$ cat config.mk
export PLATFORM = sky130hd
export DESIGN_NAME = sbm_alu
export DESIGN_NICKNAME = d
export VERILOG_FILES = /design/src/design/sbm_pkg.sv /design/src/design/sbm_alu.sv
export SDC_FILE = /design/constraint.sdc
export NUM_CORES = 1
export LEC_CHECK = 0
export ABC_AREA = 0
export BUFFER_PORTS_ARGS = -buffer_cell sky130_fd_sc_hd__clkbuf_2
export CAP_MARGIN = 10
export CORE_MARGIN = 2
export CORE_UTILIZATION = 38
export DETAILED_ROUTE_END_ITERATION = 12
export MAX_ROUTING_LAYER = met4
export PLACE_DENSITY = 0.67
export SYNTH_ARGS = -nofsm -noshare
export SYNTH_HDL_FRONTEND = slang
export SYNTH_SLANG_ARGS = --single-unit
$ cat constraint.sdc
create_clock -name vclk -period 2.75
set_input_delay 0 -clock vclk [all_inputs]
set_output_delay 0 -clock vclk [all_outputs]
set_load 0.01 [all_outputs]
$ cat src/design/sbm_pkg.sv
package sbm_pkg;

  localparam int unsigned LOAD_ADDR_BITS = 15;
  localparam logic [15:0] CON_OUT_ADDR   = 16'h8000;
  localparam logic [15:0] CON_IN_ADDR    = 16'h8001;

  typedef struct packed {
    logic                      op;
    logic [LOAD_ADDR_BITS-1:0] load_address;
    logic [7:0]                load_data;
    logic [7:0]                console_in;
  } in_req_t;

  typedef struct packed {
    logic        out_valid;
    logic [7:0]  out_byte;
    logic        console_used;
    logic        halted;
    logic [15:0] pc_now;
    logic [15:0] pc_before;
  } out_res_t;

  // single port request toward the byte store
  typedef struct packed {
    logic                      re;
    logic                      we;
    logic [LOAD_ADDR_BITS-1:0] addr;
    logic [7:0]                wdata;
  } mem_req_t;

  localparam logic OP_LOAD = 1'b0;
  localparam logic OP_STEP = 1'b1;

endpackage

$ cat src/design/sbm_alu.sv
module sbm_alu (
  input  logic [15:0] x,
  input  logic [15:0] y,
  input  logic        sub,
  output logic [15:0] sum,
  output logic        carry
);
  import sbm_pkg::*;

  logic [15:0] y_eff;

  // sub: x + ~y + 1, carry clear means borrow
  assign y_eff = sub ? ~y : y;
  assign {carry, sum} = {1'b0, x} + {1'b0, y_eff} + {16'h0000, sub};

endmodule

* Word level (Yosys, flattened, before mapping)
Cells that the tools add are included.
Storage, ports and cells: input bits 33, output and inout port bits 17, logic and storage cells 4, bits in registers 0
Operators by class: $add $sub $neg 2, multiplexer cells 1, bitwise gates (word level) 1
Operator list (number):
- 16-bit by 16-bit adder with 17-bit output | 1
- 17-bit by 1-bit adder with 17-bit output | 1
- 16-bit 2-to-1 mux | 1
- 16-bit inverter | 1

* Logic depth before layout (Yosys ltp)
word-level depth 4, depth in mapped cells 11, mapped depth without buffers 9

* Least setup slack after synthesis
No wires, ideal clock.
kind input -> output, from input sub, to output sum[14], arrival time 2023 ps, path buffers 2, path slack 727 ps, cell stages on the path 10, data required time 2750 ps, cell sequence buf_4 -> buf_2 -> xor2_1 -> ha_1 -> and2b_1 -> o2111ai_1 -> a21boi_1 -> a221oi_2 -> a21oi_1 -> xor2_1
Between the ends: longest elaborated chain between the ends 3
Ends and longest elaborated chain:
- start: declaration | RTL line sbm_alu.sv:4 | input logic sub,
- 16-bit 2-to-1 mux | RTL line sbm_alu.sv:13 | assign y_eff = sub ? ~y : y;
- 16-bit by 16-bit adder with 17-bit output | RTL line sbm_alu.sv:14 | assign {carry, sum} = {1'b0, x} + {1'b0, y_eff} + {16'h0000, sub};
- 17-bit by 1-bit adder with 17-bit output * | RTL line sbm_alu.sv:14
- end: declaration | RTL line sbm_alu.sv:5 | output logic [15:0] sum,
Every way passes the cells marked *; elsewhere a longest branch is shown, timed or not.

* Worst setup path after layout
Ends and elaborated chain as after synthesis.

==> flow_metrics.env <==
export IMPL_status="complete, no violations"
export IMPL_regArea_um2=0
export IMPL_seq_cell_count=0
export IMPL_start_util=0.408
export IMPL_wire_per_inst_um=11.7
export IMPL_peakVddDrop_v=0.000158
export IMPL_viasPerCell=5.24
export IMPL_io_pins=50
export IMPL_p_per_area_nw_per_um2=366
export IMPL_fmaxAchievable_mhz=442
export IMPL_yosysUniqueCellTypes=33
export IMPL_cap_violations=0
export IMPL_grt_first_pass_wirelength_mm=3.80
export IMPL_crit_type="in -> out"
export IMPL_crit_path_top_delay_cell="fa_1"
export IMPL_n_antenna_cell=0
export IMPL_die_x_um=53.2
export IMPL_synth_area_leaders="ha_1 22%, xor2_1 19%, xnor2_1 7.6%, a21oi_1 6.0%, a31oi_1 3.4%"
export IMPL_crit_required_ns=2.75
export IMPL_start_kind="primary input"
export IMPL_p_leak_nw=0.650
export IMPL_layout_common_cells="50 x clkbuf_2, 20 x xor2_1, 16 x ha_1, 11 x a21oi_1"
export IMPL_gp_congestion=0.827
export IMPL_drc_errors=0
export IMPL_yosys_area_top_type="ha_1"
export IMPL_drtIter0Drc=14
export IMPL_area_growth_pct=29.0
export IMPL_hold_class="in -> out"
export IMPL_setup_viol=0
export IMPL_cts_hold_buf=0
export IMPL_hold_ws_ns=0.275
export IMPL_fp_dieH_um=53.2
export IMPL_dp_cells=196
export IMPL_dr_total_vias=1028
export IMPL_relSlewSlack=0.788
export IMPL_netlist_area_um2=920
export IMPL_crit_buf_inv=3
export IMPL_slew_viol_final=0
export IMPL_max_stage_delay_ns=0.43
export IMPL_portBuffers=50
export IMPL_power_w=0.000434
export IMPL_grt_usage=0.175
export IMPL_overflow=0
export IMPL_core_um2=2250
export IMPL_final_common_cell="clkbuf_2"
export IMPL_synth_top_area_frac=0.218
export IMPL_core_rowCount=17
export IMPL_synth_cells=122
export IMPL_totalWireLength_mm=2.29
export IMPL_drtPass1Iterations=4
export IMPL_worst_ep_arrival_time_ns=2.26
export IMPL_worstSetupEndpointType="output pin"
export IMPL_hold_violations=0
export IMPL_ant_nets=0
export IMPL_worstMarginPinSlew_ns=0.317
export IMPL_path_cells="clkbuf_2 -> xor2_1 -> inv_1 -> fa_1 -> and2b_1 -> o2111ai_1 -> a21boi_1 -> a221oi_2 -> a21oi_1 -> xor2_1 -> clkbuf_2"
export IMPL_yosysSeqAreaShare=0
export IMPL_cts_repair_resized=0
export IMPL_rsz0062_at_grt="false"
export IMPL_crit_family="compound AO/OA/AOI/OAI gates"
export IMPL_antenna_found_initial=0
export IMPL_clkbuf_count=0
export IMPL_hpwl_mm=2.00
export IMPL_final_net_count=220
export IMPL_syn_nets=172
export IMPL_die_area_um2=2830
export IMPL_tns_ns=0
export IMPL_syn_area_per_cell_um2=7.54
export IMPL_period_share=0.823
export IMPL_first_global_vias=892
export IMPL_period_minus_slack_ns=2.26
export IMPL_yosys_warnings=0
export IMPL_drive_gt1_frac=0.321
export IMPL_post_cts_buffers=0
export IMPL_grt_max_degree=10
export IMPL_crit_fanout=9
export IMPL_fin_cells=196
through the flow:
| step | setup slack (ns) | instance area, um2 | util |
|---|---|---|---|
| global placement | 0.551 | 1190 | 0.526 |
| detailed placement | 0.481 | 1190 | 0.526 |
| CTS | 0.474 | 1190 | 0.526 |
| finish | 0.487 | 1190 | 0.526 |
| global route | 0.264 | 1190 | 0.526 |
| floorplan | 0.727 | 920 | - |
Yosys cell counts (all sizes together):
master	instances
xor2	20
ha	16
a21oi	12
nor2	8
xnor2	8
o21ai	7
nand2	6
a31oi	5
and3	5
a21o	4
buf	4
inv	3
mux2i	3
o21a	3
nand4	2
nor2b	2
a21boi	1
a221oi	1
a31o	1
and2b	1
clkbuf	1
fa	1
nand2b	1
nand3	1
nor3b	1
o2111ai	1
o211ai	1
o21bai	1
o31ai	1
or3	1
power breakdown:
group | total (W) | internal, W | switching, W | leakage, nW
registers | 0 | 0 | 0 | 0
logic | 0.000434 | 0.000198 | 0.000236 | 0.650
clock network | 0 | 0 | 0 | 0
total | 0.000434 | 0.000198 | 0.000236 | 0.650
final timing paths:
| path | depth (start not counted) | to | slack, ns | from |
|---|---|---|---|---|
| max | 11 | sum[14] | 0.49 | sub |
| min | 3 | sum[0] | 0.27 | x[0] |
layout make-up:
| class | count | area, um2 |
|---|---|---|
| repair buffers | 51 | 258 |
| multi-input cells | 114 | 882 |
| fillers | 253 | 1070 |
| inverters | 3 | 11.3 |
| well taps | 28 | 35.0 |
kinds of logic (layout without fill, tap and decap cells):
family          after synthesis  after routing  synth area share
compound gates               38             38             0.267
xor+xnor                     28             28             0.267
simple gates                 28             28             0.154
fa+ha+maj                    17             17             0.239
buf+inv                       8             54            0.0408
mux                           3              3            0.0327
metal layers:
metal  global-route usage  share of wire  up-vias
li1                     -              -      533
met1                0.248           0.48      465
met2                0.294           0.48       30
met3              0.00565          0.042        0
met4                    0              0        0
met5                    -              0        -
Power figures use the tool's default switching activity.
